==> config.mk <==
export PLATFORM = sky130hd
export DESIGN_NAME = gba_div
export DESIGN_NICKNAME = d
export VERILOG_FILES = /design/src/hdl/gba_pkg.sv /design/src/hdl/gba_div.sv
export SDC_FILE = /design/constraint.sdc
export NUM_CORES = 1
export LEC_CHECK = 0
export ABC_CLOCK_PERIOD_IN_PS = 2600
export BUFFER_PORTS_ARGS = -buffer_cell sky130_fd_sc_hd__buf_2
export CAP_MARGIN = 5
export CORE_MARGIN = 2
export CORE_UTILIZATION = 50
export CTS_CLUSTER_DIAMETER = 30
export DETAILED_ROUTE_END_ITERATION = 6
export HOLD_SLACK_MARGIN = 0.02
export PLACE_DENSITY_LB_ADDON = 0.2
export SYNTH_ARGS = -nofsm -noshare
export SYNTH_HDL_FRONTEND = slang
export SYNTH_SLANG_ARGS = --single-unit
==> constraint.sdc <==
create_clock -name i_clk -period 2.6 [get_ports i_clk]
set_input_delay 0 -clock i_clk [delete_from_list [all_inputs] [get_ports i_clk]]
set_output_delay 0 -clock i_clk [all_outputs]
set_load 0.1 [all_outputs]
==> src/hdl/gba_pkg.sv <==
package gba_pkg;

    // default grid size
    localparam int DEF_MAX_COLS = 64;
    localparam int DEF_MAX_ROWS = 64;

    // field widths
    localparam int COORD_W    = 32;
    localparam int VAL_W      = 32;
    localparam int WIDTH_W    = 31;
    localparam int USE_W      = 7;
    localparam int IDX_W      = 6;
    localparam int MEAN_W     = 32;
    localparam int SUM_W      = 48;
    localparam int TALLY_W    = 16;
    localparam int WORD_W     = SUM_W + TALLY_W;
    localparam int CFG_IDX_W  = 3;
    localparam int CFG_DATA_W = 32;

    // shared divider sizes
    localparam int DIV_Q_W   = 48;
    localparam int DIV_R_W   = 31;
    localparam int DIV_CNT_W = 6;
    localparam logic [DIV_CNT_W-1:0] DIV_LONG_STEPS  = 6'd48;
    localparam logic [DIV_CNT_W-1:0] DIV_SHORT_STEPS = 6'd32;

    localparam logic [TALLY_W-1:0] TALLY_MAX = 16'hFFFF;

    // register indexes
    localparam logic [CFG_IDX_W-1:0] CFG_ORIGIN_X    = 3'd0;
    localparam logic [CFG_IDX_W-1:0] CFG_ORIGIN_Y    = 3'd1;
    localparam logic [CFG_IDX_W-1:0] CFG_CELL_WIDTH  = 3'd2;
    localparam logic [CFG_IDX_W-1:0] CFG_COLS_IN_USE = 3'd3;
    localparam logic [CFG_IDX_W-1:0] CFG_ROWS_IN_USE = 3'd4;

    // register reset values
    localparam logic [WIDTH_W-1:0] RST_CELL_WIDTH = 31'd65536;
    localparam logic [USE_W-1:0]   RST_IN_USE     = 7'd64;

    // request and status codes
    localparam logic REQ_ADD        = 1'b0;
    localparam logic REQ_READ       = 1'b1;
    localparam logic STATUS_DONE    = 1'b0;
    localparam logic STATUS_OUTSIDE = 1'b1;

    typedef enum logic [3:0] {
        S_CLEAR,
        S_IDLE,
        S_XGO,
        S_XWAIT,
        S_YGO,
        S_YWAIT,
        S_RDADDR,
        S_UPD,
        S_MGO,
        S_MWAIT,
        S_DONE
    } t_state;

    typedef struct packed {
        logic               start;
        logic               long_op;
        logic [DIV_Q_W-1:0] dividend;
        logic [DIV_R_W-1:0] divisor;
    } t_div_req;

    typedef struct packed {
        logic               busy;
        logic               done;
        logic [DIV_Q_W-1:0] quotient;
    } t_div_rsp;

endpackage

==> src/hdl/gba_div.sv <==
module gba_div import gba_pkg::*; (
    input  logic     i_clk,
    input  logic     i_rst_n,
    input  t_div_req i_req,
    output t_div_rsp o_rsp
);

    logic                 r_busy;
    logic                 r_done;
    logic [DIV_CNT_W-1:0] r_cnt;
    logic [DIV_Q_W-1:0]   r_q;
    logic [DIV_R_W-1:0]   r_rem;
    logic [DIV_R_W-1:0]   r_dvs;

    logic [DIV_Q_W-1:0]   n_q;
    logic [DIV_R_W-1:0]   n_rem;
    logic [DIV_R_W:0]     trial;
    logic [DIV_R_W+1:0]   diff;
    logic                 ge;

    // one restoring step: shift in next dividend bit, subtract if it fits
    always_comb begin
        trial = {r_rem, r_q[DIV_Q_W-1]};
        diff  = {1'b0, trial} - {2'b00, r_dvs};
        ge    = ~diff[DIV_R_W+1];
        n_rem = ge ? diff[DIV_R_W-1:0] : trial[DIV_R_W-1:0];
        n_q   = {r_q[DIV_Q_W-2:0], ge};
    end

    // step counter and handshake
    always_ff @(posedge i_clk) begin
        if (!i_rst_n) begin
            r_busy <= 1'b0;
            r_done <= 1'b0;
            r_cnt  <= '0;
        end else begin
            r_done <= 1'b0;
            if (i_req.start) begin
                r_busy <= 1'b1;
                r_cnt  <= i_req.long_op ? DIV_LONG_STEPS : DIV_SHORT_STEPS;
            end else if (r_busy) begin
                r_cnt <= r_cnt - 1'b1;
                if (r_cnt == DIV_CNT_W'(1)) begin
                    r_busy <= 1'b0;
                    r_done <= 1'b1;
                end
            end
        end
    end

    // quotient and remainder shift registers
    always_ff @(posedge i_clk) begin
        if (i_req.start) begin
            r_q   <= i_req.long_op ? i_req.dividend : {i_req.dividend[31:0], 16'h0000};
            r_rem <= '0;
            r_dvs <= i_req.divisor;
        end else if (r_busy) begin
            r_q   <= n_q;
            r_rem <= n_rem;
        end
    end

    assign o_rsp.busy     = r_busy;
    assign o_rsp.done     = r_done;
    assign o_rsp.quotient = r_q;

endmodule

== Word-level counts from Yosys, hierarchy flattened ==
Index checks and enable logic that the tools add are counted.
Word-level totals
  memory bits (writable): 0
  logic and storage cells: 25
  latch bits: 0
  memories: 0
  output and inout bits: 50
  flip-flop bits (word level): 118
  memory bits (read-only): 0
Cells by class
  mux-type cells: 11
  bitwise operators: 3
  equal/unequal tests: 1
  divide/modulo/power cells: 0
  add/subtract/negate cells: 2
  $lt $le $gt $ge: 0
  reduce and logical (&&, ||, !) cells: 2
  multiply operators: 0
  shift operators: 0
Operator list (count)
  $mux 48: 3
  $sub 32x31->33: 1
  $mux 31: 1
  $mux 6: 2
  $eq 6x1->1 const B: 1
  $sub 6x1->6 const B: 1
  $mux 5: 1
  $mux 1: 4
  $not 1->1: 3
  $reduce_or 3->1: 1
  $reduce_bool 2->1: 1

== Logic depth before layout (Yosys ltp) ==
Gate-level depths: netlist of run 1.
  depth after elaboration: 4
  gate-level depth with buffers: 13
  gate-level depth less buffers: 12

== Least setup slack after synthesis of run 1 ==
No wires, ideal clock.
  path type: reg2reg
  start point: register r_q[47]
  end point: register r_rem[30]
  setup time: 0.069 ns
  clock period less this slack: 3.491 ns
  cell stages (with the launch flop): 13
  arrival time: 3.422 ns
  path slack: -0.891 ns
  cell sequence: edfxtp_1 -> inv_1 -> ha_1 -> fa_1 -> nand2b_1 -> a21oi_1 -> o21ai_1 -> a21oi_1 -> a21bo_2 -> a2111oi_0 -> a41o_1 -> or4_1 -> o21ai_1
On the way
  longest elaborated chain between the ends: 2
Ends and longest elaborated chain
  from (decl): line gba_div.sv:11  | logic [DIV_Q_W-1:0] r_q;
  from (signal assigned): line gba_div.sv:54  | r_q <= i_req.long_op ? i_req.dividend : {i_req.dividend[31:0], 16'h0000};
  from (signal assigned): line gba_div.sv:58  | r_q <= n_q;
  $sub 32x31->33: line gba_div.sv:24  | diff = {1'b0, trial} - {2'b00, r_dvs};
  $mux 31: line gba_div.sv:26  | n_rem = ge ? diff[DIV_R_W-1:0] : trial[DIV_R_W-1:0];
  to (signal assigned): line gba_div.sv:59  | r_rem <= n_rem;
  to (decl): line gba_div.sv:12  | logic [DIV_R_W-1:0] r_rem;
Every way passes these cells.
A chain may end at the register's enable or synchronous reset.

== Final worst setup path of run 1 ==
  start point: register r_dvs[15]
  end point: register r_rem[22]
On the way
  longest elaborated chain between the ends: 2
Ends and longest elaborated chain
  from (decl): line gba_div.sv:13  | logic [DIV_R_W-1:0] r_dvs;
  from (signal assigned): line gba_div.sv:56  | r_dvs <= i_req.divisor;
  $sub 32x31->33: line gba_div.sv:24
  $mux 31: line gba_div.sv:26
Every way passes these cells.

==> results of run 1 <==
worst min-delay path: cells and delay by family:
family / cells / cell delay [ns]
compound gates: 1 / 0.16
buf+inv: 1 / 0.09
mux: 1 / 0.07
area by class of cell:
type	count	area share, %
flip-flops and latches	118	31.8
multi-input cells	481	35.7
well taps	176	2.22
inverters	55	2.08
repair buffers	287	22.0
clock buffers	18	4.33
clock inverters	14	1.83
state kept, by name, indices dropped and copies added, names as in the netlist:
name	cells
r_q	48
r_dvs	31
r_rem	31
r_cnt	6
r_busy	1
r_done	1
worst paths after layout:
kind                            startpoint         to  slack [ns]  cells past startpoint
worst max register to register   r_dvs[15]  r_rem[22]       -0.16                     12
worst min register to register   r_rem[30]  r_rem[30]        0.49                      2
worst max-delay path             r_dvs[15]  r_rem[22]       -0.16                     12
worst min-delay path             i_req[62]    r_q[31]        0.04                      3
where the power goes:
part | switching (mW) | total, mW | internal [mW]
Sequential | 0.112 | 2.32 | 2.21
Clock | 0.850 | 2.44 | 1.59
Combinational | 1.49 | 2.40 | 0.904
Total | 2.45 | 7.16 | 4.70
cell usage in the layout (no fill, tap or decap), types with 7 or more instances in the layout:
cell	netlist	final
buf_2	2	131
nor2_1	104	95
dlygate4sd3_1	0	88
edfxtp_1	79	79
a21oi_1	77	58
buf_4	5	57
inv_1	55	48
mux2i_1	43	42
dfxtp_1	39	37
nand2_1	31	31
a211oi_1	37	30
o21ai_0	26	24
ha_1	33	23
clkbuf_16	0	21
a21oi_2	0	18
xnor2_1	18	18
xor2_1	12	12
a21o_1	8	8
ha_4	0	8
a211oi_2	0	7
cell usage after synthesis, drive strengths merged (2+ instances only):
library cell	instances	share of area (%)
nor2	104	5.8
edfxtp	79	35
a21oi	77	5.8
inv	55	3.1
mux2i	43	6.4
dfxtp	39	12
a211oi	37	4.2
ha	33	6.2
nand2	31	1.7
o21ai	29	2.2
clkbuf	24	1.3
xnor2	18	2.4
buf	15	1.4
xor2	12	1.6
a21o	8	0.90
nand2b	8	0.75
nor3	7	0.52
and2	6	0.56
nand3	6	0.45
nor2b	6	0.56
o21a	6	0.67
and3	5	0.47
a31oi	4	0.37
a211o	3	0.39
and4	3	0.43
nand4	3	0.28
a2111oi	2	0.26
a41oi	2	0.54
nor3b	2	0.22
nor4	2	0.19
o211a	2	0.30
o31ai	2	0.22
stage by stage:
stage                     area, um2  worst slack [ns]
final                          9910            -0.159
after global routing           9910            -0.245
after CTS                      9500           -0.0255
after detailed placement       7890            -0.106
after global placement         7890          -0.00432
after floorplan                6760            -0.684
repair_timing:
action | CTS | global route
setup endpoints to repair | 29 | 31
gates cloned | 0 | 5
hold endpoints to repair | 102 | 1
gates resized for setup | 17 | 57
hold buffers | 87 | 1
pin swaps | 7 | 21
buffers inserted | 3 | 8
cells by family after synthesis:
kind of cell / Yosys count / synth area share [%]
flip-flops: 118 / 47.1
adder cells (fa/ha/maj): 34 / 6.47
buffers and inverters: 94 / 5.82
AND/OR/NAND/NOR: 187 / 12.5
multiplexers: 43 / 6.43
XOR/XNOR: 30 / 3.93
AO/OA/AOI/OAI: 187 / 17.8
metal layers:
metal  up-vias  track usage [%]  part of all wire [%]
li1       3032                -                     -
met1      3037             29.8                    40
met2       211             45.2                    52
met3        60             5.70                   4.4
met4         0             11.7                   3.6
met5         -                0                     0
==> summary.md, run 1 <==
| Metric | Value |
|---|---|
| Status | finished with violations |
| Violated checks | negative setup slack |
| CP delay by family, top | compound AO/OA/AOI/OAI gates |
| Worst-Margin Slew | 0.783 ns |
| First-pass GRT wire length | 29.0 mm |
| Register area | 0.00316 mm2 |
| Leakage | ~4.4 nW |
| Final Non-Filler Cells | 1149 |
| Cells after DPL | a little over 1000 |
| Slowest CP cell | edfxtp_1 |
| Worst setup SP type | register |
| Max_cap viols | 0 |
| Final min period | 2.76 ns |
| Number of synthesized flops with an enable pin | a little under 80 |
| Final setup fails | 32 |
| DRT Pass-1 Iters | 5 |
| Final-report hold violation count | 0 |
| Antenna Violating Nets Remaining | 0 |
| Antenna violations before repair | 0 |
| CTS Root Buffer Type | clkbuf_16 |
| Async S/R FF share, synth | 0% |
| Total power | 7.16 mW |
| Layout cells sized above 1 | 31.3% |
| Port Buffer Count | 132 |
| Ant. Diodes | 0 |
| Clk_skew | 0.00698 ns |
| TritonCTS Buffers | 17 |
| Final hold slack | ~0.038 ns |
| Filler cell count | 895 |
| Die area | around 0.014 mm2 |
| Mapped Area | approximately 0.0067 mm2 |
| Standard-cell rows | 42 |
| Die Height | 120 um |
| WL final | 19.4 mm |
| Setup TNS | -3.71 ns |
| Layout area overhead | 48.2% |
| Worst-skew pair later-pin latency | 0.42 ns |
| Largest net degree at the start of global routing | 73 |
| Crit path max fanout | 7 |
| DR vias | 6340 |
| Core area | 0.0131 mm2 |
| Clock Path Buffers | 2 |
| Via/cell ratio | around 5.5 |
| Netlist cell types | a little under 60 |
| Critical Path RT | 2.87 ns |
| HPWL after DPL | 11.5 mm |
| Register area share after synthesis | 47.1% |
| GP Congestion | between 0.8 and 0.9 |
| Crit-path cells | inv_1 -> ha_4 -> a21oi_1 -> o21ai_1 -> and2_4 -> o31ai_2 -> a21bo_2 -> a41oi_4 -> buf_6 -> buf_12 -> mux2i_2 -> a211oi_2 |
| Core Util, Final | about three quarters |
| Die span in x | approximately 120 um |
| Final Max Tran Viols | 0 |
| Gr ovfl total | 0 |
| DRC viols | 0 |
| Synth Net Count | 810 |
| Clock-pin slew on the worst setup and hold paths | 0.05 ns |
| Cells after synthesis | 693 |
| Initial Util | 50.9% |
| CTS sink cnt | 118 |
| NumNets Final | 1077 |
| Worst relative slew slack | 47.8% |
| H-tree depth | 4 |
| DRT iter0 DRCs | 566 |
| Power per cell area | 722 mW/mm2 |
| Gr usage total | 25.7% |
| CP arrival | between 3 and 4 ns |
| Vias in the first global route | 6185 |
| I/O Pins | between 100 and 150 |
| CP endpoint kind | register |
| Post-synthesis area per instance | 9.65 um2 |
| Worst hold path class | in2reg |
| Buf+Inv Stages, Crit Path | 3 |
| Period utilisation layout | 106% |
| F_max | 0.362 GHz |
| Post-synth top flop | edfxtp_1 |
| CP peak stage delay | 0.36 ns |
| Peak supply drop | 0.589 mV |
| Area of the multi-input gates | 0.00354 mm2 |
| Flops & latches, synth | 118 |
| WL per Instance | 16.9 um |
| Warnings, synthesis | 0 |
| PnR worst setup slack | -0.159 ns |
| TritonCTS clock tree | done |
| Setup repair after global routing missed its margin | yes |
| Worst Setup Path Type | reg2reg |
Note: power is estimated with default switching activity, not from simulation.
==> inputs of run 2 (changes only) <==
SKIP_LAST_GASP = 1   (was default)
==> run 2 against run 1 <==
Against the previous run: the run still ends with negative setup slack left; via count up 0.25%; sequential cell count unchanged; sequential share of layout area decreased by 0.12 points; first-iteration DRC count increased by 1.1%; register-to-register slack improved by 0.03 ns; clock skew is 0.0010 ns lower; maximum frequency increased by 1.1%; count of clock-buffer cells in the layout unchanged; final cell count about the same; combinational power about the same; die area stayed put; critical endpoint unchanged; largest cell class unchanged; largest power group unchanged.
==> summary.md, run 2 (synthesis gave the netlist of run 1 again) <==
| Metric | Value |
|---|---|
| Status | finished with violations |
| Violated checks | negative setup slack |
| Register area | 0.00316 mm2 (unchanged) |
| Worst Setup Path Type | reg2reg |
| Vias in the first global route | 6164 (-0.34%) |
| Period utilisation layout | 105% (-1.1 points) |
| NumNets Final | 1078 (+0.093%) |
| Max_cap viols | 0 (unchanged) |
| Setup repair after global routing missed its margin | yes |
| Die span in x | 120 um (unchanged) |
| Antenna Violating Nets Remaining | 0 (unchanged) |
| Net load switching power | 2.46 mW (+0.20%) |
| Gr ovfl total | 0 (unchanged) |
| Largest net degree at the start of global routing | 73 (unchanged) |
| DP Worst Slack | -0.106 ns (unchanged) |
| Most common cell after layout, fill and taps aside | buf_2 |
| DR WL met2 | 10.2 mm (+0.96%) |
| Most frequent cells in the layout | 131 x buf_2, 96 x nor2_1, 88 x dlygate4sd3_1, 79 x edfxtp_1, 60 x a21oi_1 |
| Standard-cell rows | 42 (unchanged) |
| Final min period | 2.73 ns (-0.0290 ns) |
| Worst r2r path cells | 12 (unchanged) |
| TritonCTS clock tree | done |
| Initial Util | 50.9% (unchanged) |
| GP Congestion | 0.891 (unchanged) |
| Crit path depth | 12 (unchanged) |
| Final hold slack | 0.0522 ns (+0.0144 ns) |
| CP peak stage delay | 0.38 ns (+0.02 ns) |
| Core Util, Final | 75.7% (+0.29 points) |
| Die Height | 120 um (unchanged) |
| Slowest CP cell | edfxtp_1 |
| Final design instance area without fill | 0.00995 mm2 (+0.38%) |
| First-pass GRT wire length | 28.9 mm (-0.57%) |
| Final-report hold violation count | 0 (unchanged) |
| Leakage | 4.37 nW (about the same) |
| Combinational fraction of design power | 33.7% (+0.2 points) |
| Final Non-Filler Cells | 1150 (+0.087%) |
| Core area | 0.0131 mm2 (unchanged) |
| Area of the multi-input gates | 0.00357 mm2 (+0.85%) |
| Power per cell area | 721 mW/mm2 (-0.18%) |
| Final setup fails | 32 (unchanged) |
| Sw Share | 34.3% (about the same) |
| Worst relative slew slack | 50.8% (+3.1 points) |
| Max reg flops | 48 (unchanged) |
| Clk network pwr share | 33.9% (-0.2 points) |
| Gr usage total | 25.5% (-0.13 points) |
| I/O Pins | 133 (unchanged) |
| Setup TNS | -2.26 ns (+1.46 ns) |
| Pint | 4.71 mW (+0.19%) |
| Layout area overhead | 48.7% |
| Peak supply drop | 0.588 mV (-0.25%) |
| Biggest register | r_q |
| Worst-skew pair later-pin latency | 0.42 ns (about the same) |
| Via/cell ratio | 5.53 (+0.17%) |
| Final Max Tran Viols | 0 (unchanged) |
| Cells after DPL | 1013 (unchanged) |
| CP endpoint kind | register |
| M1 wire length | 7.93 mm (+2.6%) |
| Worst hold path class | in2reg |
| Port Buffer Count | 132 (unchanged) |
| Crit path max fanout | 7 (unchanged) |
| F_max | 0.366 GHz (+1.1%) |
| Worst-Margin Slew | 0.737 ns (-0.0458 ns) |
| CP delay by family, top | compound AO/OA/AOI/OAI gates |
| H-tree depth | 4 (unchanged) |
| PnR worst setup slack | -0.130 ns (+0.0290 ns) |
| HPWL after DPL | 11.5 mm (unchanged) |
| Clock-pin slew on the worst setup and hold paths | 0.06 ns (about the same) |
| Filler cell count | 888 (-0.78%) |
| DRT Pass-1 Iters | 7 (+2) |
| Placed Area | 0.00789 mm2 (unchanged) |
| Clk_skew | 0.00596 ns (-0.00102 ns) |
| WL final | 19.7 mm (+1.3%) |
| Worst setup SP type | register |
| Clock Path Buffers | 2 (unchanged) |
| DRC viols | 0 (unchanged) |
| DRT iter0 DRCs | 572 (+1.1%) |
| Top Layer Used | met4 |
| Critical Path RT | 2.87 ns (about the same) |
| Layout cells sized above 1 | 31.4% (+0.070 points) |
| Met3 Routed Length | 811 um (-4.4%) |
| CTS Root Buffer Type | clkbuf_16 |
| Top flop regs | r_q x48, r_dvs x31, r_rem x31 |
| Antenna violations before repair | 0 (unchanged) |
| Die area | 0.0143 mm2 (unchanged) |
| TritonCTS Buffers | 17 (unchanged) |
| CP arrival | 3.00 ns (-0.03 ns) |
| Crit-path cells | inv_2 -> ha_4 -> and3_4 -> and4_4 -> and2_4 -> o31ai_2 -> a21bo_2 -> a41oi_4 -> buf_6 -> buf_12 -> mux2i_2 -> a211oi_2 |
| CTS sink cnt | 118 (unchanged) |
| WL per Instance | 17.1 um (+1.2%) |
| DR vias | 6356 (+0.25%) |
| Total power | 7.17 mW (+0.20%) |
| Ant. Diodes | 0 (unchanged) |
| Hold depth | 3 (unchanged) |
| Part of the power in registers | 32.4% (about the same) |
| Buf+Inv Stages, Crit Path | 3 (unchanged) |
==> run 2: path summary, 6_finish.rpt <==
check / startpoint / to / slack [ns]
max reg2reg: r_dvs[18] / r_rem[22] / -0.13
max: r_dvs[18] / r_rem[22] / -0.13
min: i_req[56] / r_q[25] / 0.05
min reg2reg: r_rem[30] / r_rem[30] / 0.49
==> run 2: cell type report <==
class,count,area share (%)
well taps,176,2.21
clock buffers,18,4.31
inverters,55,2.07
multi-input cells,481,35.9
flip-flops and latches,118,31.7
clock inverters,14,1.82
repair buffers,288,22.0
==> run 2: power by group through the flow <==
stage | clock network, mW | registers, mW | logic (mW)
after floorplan | 0 | 2.90 | 0.919
after global placement | 0 | 2.33 | 1.92
after detailed placement | 0 | 2.34 | 1.96
after CTS | 2.47 | 2.31 | 2.12
after global routing | 2.54 | 2.34 | 2.57
final | 2.43 | 2.32 | 2.42
==> run 2: timing repair <==
| item | 4_1_cts | 5_1_grt |
|---|---|---|
| endpoints found under the hold margin | 102 | 15 |
| pin swaps | 7 | 19 |
| gates cloned | 0 | 5 |
| setup endpoints to repair | 29 | 31 |
| setup buffers | 3 | 9 |
| hold buffers | 86 | 2 |
| gates resized for setup | 15 | 60 |
==> run 2: worst min-delay path, delay by kind of cell <==
family	cells	cell delay, ns
muxes	1	0.07
AOI/OAI and AO/OA	1	0.17
buffers and inverters	1	0.10
==> run 2: routing by layer <==
layer	vias to the layer above	track usage [%]
met5	-	0
li1	3032	-
met4	0	11.8
met1	3082	29.7
met2	188	44.9
met3	54	5.61
==> inputs of run 3 (changes only) <==
CORE_ASPECT_RATIO = 0.5   (was default)
==> run 3 against run 2 <==
Against the previous run: the flow still finishes with violations (negative setup slack); final cell count stayed put; die area is 0.39% higher; core utilization is 0.70 points higher; count of clock-buffer cells in the layout stayed put.
==> summary.md, run 3 (synthesis gave the netlist of run 1 again) <==
| Metric | Value |
|---|---|
| I/O Pins | 133 (unchanged) |
| DRT iter0 DRCs | 659 (+15%) |
| Most frequent cells in the layout | 131 x buf_2, 102 x nor2_1, 83 x dlygate4sd3_1, 79 x edfxtp_1, 71 x buf_4 |
| Via/cell ratio | 5.53 (about the same) |
| Die Height | 85.8 um (-28%) |
| Crit path max fanout | 4 (-3) |
| Sw Share | 36.8% (+2.5 points) |
| Top flop regs | r_q x48, r_dvs x31, r_rem x31 |
| Critical Path RT | 2.95 ns (+0.08 ns) |
| Ant. Diodes | 0 (unchanged) |
| Peak supply drop | 0.413 mV (-30%) |
| Antenna Violating Nets Remaining | 0 (unchanged) |
| Worst-Margin Slew | 0.750 ns (+0.0127 ns) |
| Setup repair after global routing missed its margin | yes |
| DR vias | 6359 (+0.047%) |
| Core Util, Final | 76.4% (+0.70 points) |
| Placed Area | 0.00798 mm2 (+1.1%) |
| DRC viols | 0 (unchanged) |
| Final setup fails | 13 (-59%) |
| Hold path startpoint | i_req[65] |
| WL final | 19.4 mm (-1.4%) |
| Standard-cell rows | 29 (-31%) |
| GRT busiest layer | met2 |
| Final Non-Filler Cells | 1150 (unchanged) |
| Largest net degree at the start of global routing | 82 (+12%) |
| Part of the power in registers | 33.7% (+1.3 points) |
| CTS sink cnt | 118 (unchanged) |
| GR Layer Usage met1 | 36.0% (+6.3 points) |
| DP Worst Slack | -0.139 ns (-0.0333 ns) |
| Final min period | 2.68 ns (-0.0470 ns) |
| Biggest register | r_q |
| Port Buffer Count | 132 (unchanged) |
| Antenna violations before repair | 0 (unchanged) |
| Combinational fraction of design power | 34.5% (+0.8 points) |
| M3 GR Usage | 5.86% (+0.25 points) |
| Worst setup SP type | register |
| Layout area overhead | 46.8% |
| Power per cell area | 701 mW/mm2 (-2.8%) |
| First-pass GRT wire length | 31.0 mm (+7.2%) |
| Final Max Tran Viols | 0 (unchanged) |
| Worst Setup SP | r_dvs[0] |
| GP Congestion | 0.946 (+6.1%) |
| HPWL after DPL | 11.6 mm (+0.97%) |
| Most common cell after layout, fill and taps aside | buf_2 |
| Core area | 0.0128 mm2 (-2.2%) |
| Die span in x | 168 um (+40%) |
| Buf+Inv Stages, Crit Path | 0 (-3) |
| Crit-path cells | ha_4 -> fa_2 -> nand2b_4 -> a21oi_4 -> o21ai_4 -> a21oi_2 -> a21bo_2 -> a2111oi_1 -> a41o_1 -> or4_1 -> o21ai_1 |
| Layout cells sized above 1 | 30.6% (-0.80 points) |
| TritonCTS clock tree | done |
| Worst hold path class | in2reg |
| Worst Setup Path Type | reg2reg |
| Setup TNS | -0.447 ns (+1.81 ns) |
| PnR worst setup slack | -0.0832 ns (+0.0470 ns) |
| Period utilisation layout | 103% (-1.8 points) |
| WL per Instance | 16.9 um (-1.4%) |
| Clock Path Buffers | 2 (unchanged) |
| CP peak stage delay | 0.46 ns (+0.08 ns) |
| DRT Pass-1 Iters | 7 (unchanged) |
| M2 GR Usage | 44.3% (-0.53 points) |
| Cells after DPL | 1020 (+0.69%) |
| Clk network pwr share | 31.8% (-2.1 points) |
| Max reg flops | 48 (unchanged) |
| Slowest CP cell | or4_1 |
| Worst relative slew slack | 50.0% (-0.85 points) |
| Clk_skew | 0.00893 ns (+0.00297 ns) |
| Clock-pin slew on the worst setup and hold paths | 0.06 ns (about the same) |
| Final design instance area without fill | 0.00982 mm2 (-1.3%) |
| Gr ovfl total | 0 (unchanged) |
| Worst r2r src | r_dvs[0] |
| CP endpoint kind | register |
| CP delay by family, top | compound AO/OA/AOI/OAI gates |
| F_max | 0.373 GHz (+1.8%) |
| Initial Util | 52.1% (+1.2 points) |
| Vias in the first global route | 6280 (+1.9%) |
| Pint | 4.35 mW (-7.8%) |
| H-tree depth | 4 (unchanged) |
| TritonCTS Buffers | 17 (unchanged) |
| Worst-skew pair later-pin latency | 0.42 ns (about the same) |
| Max_cap viols | 0 (unchanged) |
| Gr usage total | 27.1% (+1.6 points) |
| NumNets Final | 1084 (+0.56%) |
| Leakage | 4.35 nW (-0.39%) |
| Status | finished with violations |
| Die area | 0.0144 mm2 (+0.39%) |
| Final-report hold violation count | 0 (unchanged) |
| Violated checks | negative setup slack |
| Net load switching power | 2.54 mW (+3.1%) |
| CTS Root Buffer Type | clkbuf_16 |
| CP arrival | 3.03 ns (+0.03 ns) |
## run 3: cell count changes in the layout (fill, tap and decap cells not counted), moves of 3 or more
cell | previous run | this run
inv_6 | 1 | 5
nor2_1 | 96 | 102
nor2_4 | 6 | 1
clkinv_2 | 5 | 1
a21oi_2 | 16 | 13
clkinvlp_4 | 2 | 5
clkbuf_16 | 21 | 18
dlygate4sd3_1 | 88 | 83
buf_4 | 58 | 71
bufinv_16 | 4 | 0
## run 3: power by group through the flow
stage / Combinational (mW) / Sequential [mW] / Clock [mW]
floorplan: 0.919 / 2.90 / 0
global placement: 1.98 / 2.33 / 0
detailed placement: 2.00 / 2.34 / 0
CTS: 2.22 / 2.31 / 2.22
global route: 2.53 / 2.33 / 2.31
finish: 2.38 / 2.32 / 2.19
## run 3: per-layer routing
layer,routed length (um),share of wire [%]
met3,1280,6.6
met2,9000,46
met5,0,0
met1,8700,45
met4,405,2.1
## run 3: worst paths after layout
kind	endpoint	cells past startpoint	slack, ns
worst max-delay path	r_rem[30]	11	-0.08
worst min register to register	r_rem[30]	2	0.49
worst max register to register	r_rem[30]	11	-0.08
worst min-delay path	r_q[34]	3	0.02
## run 3: cell type report
class	count	area (um2)
inverters	55	206
fillers	819	3030
repair buffers	294	2190
well taps	170	213
clock buffers	18	429
flip-flops and latches	118	3160
clock inverters	14	118
multi-input cells	481	3510
## run 3: repair_timing
item	in CTS	in global routing
pin swaps	6	17
resized for setup	28	31
hold endpoints to repair	97	0
setup buffers	8	7
gates cloned	1	1
hold buffers	83	0
setup endpoints to repair	32	32
## run 3: metrics by stage
stage / hold WS [ns] / power, mW
6_report: 0.0243 / 6.88
5_1_grt: 0.0375 / 7.17
4_1_cts: 0.0227 / 6.75
3_5_place_dp: 0.178 / 4.34
3_3_place_gp: 0.176 / 4.32
2_1_floorplan: 0.0989 / 3.82
## run 3: worst register-to-register path, cell delays in order (launching register included)
cell and delay [ns]:
edfxtp_1 0.41, ha_4 0.18, fa_2 0.35, nand2b_4 0.17, a21oi_4 0.16, o21ai_4 0.08, a21oi_2 0.17, a21bo_2 0.21
a2111oi_1 0.09, a41o_1 0.21, or4_1 0.46, o21ai_1 0.13
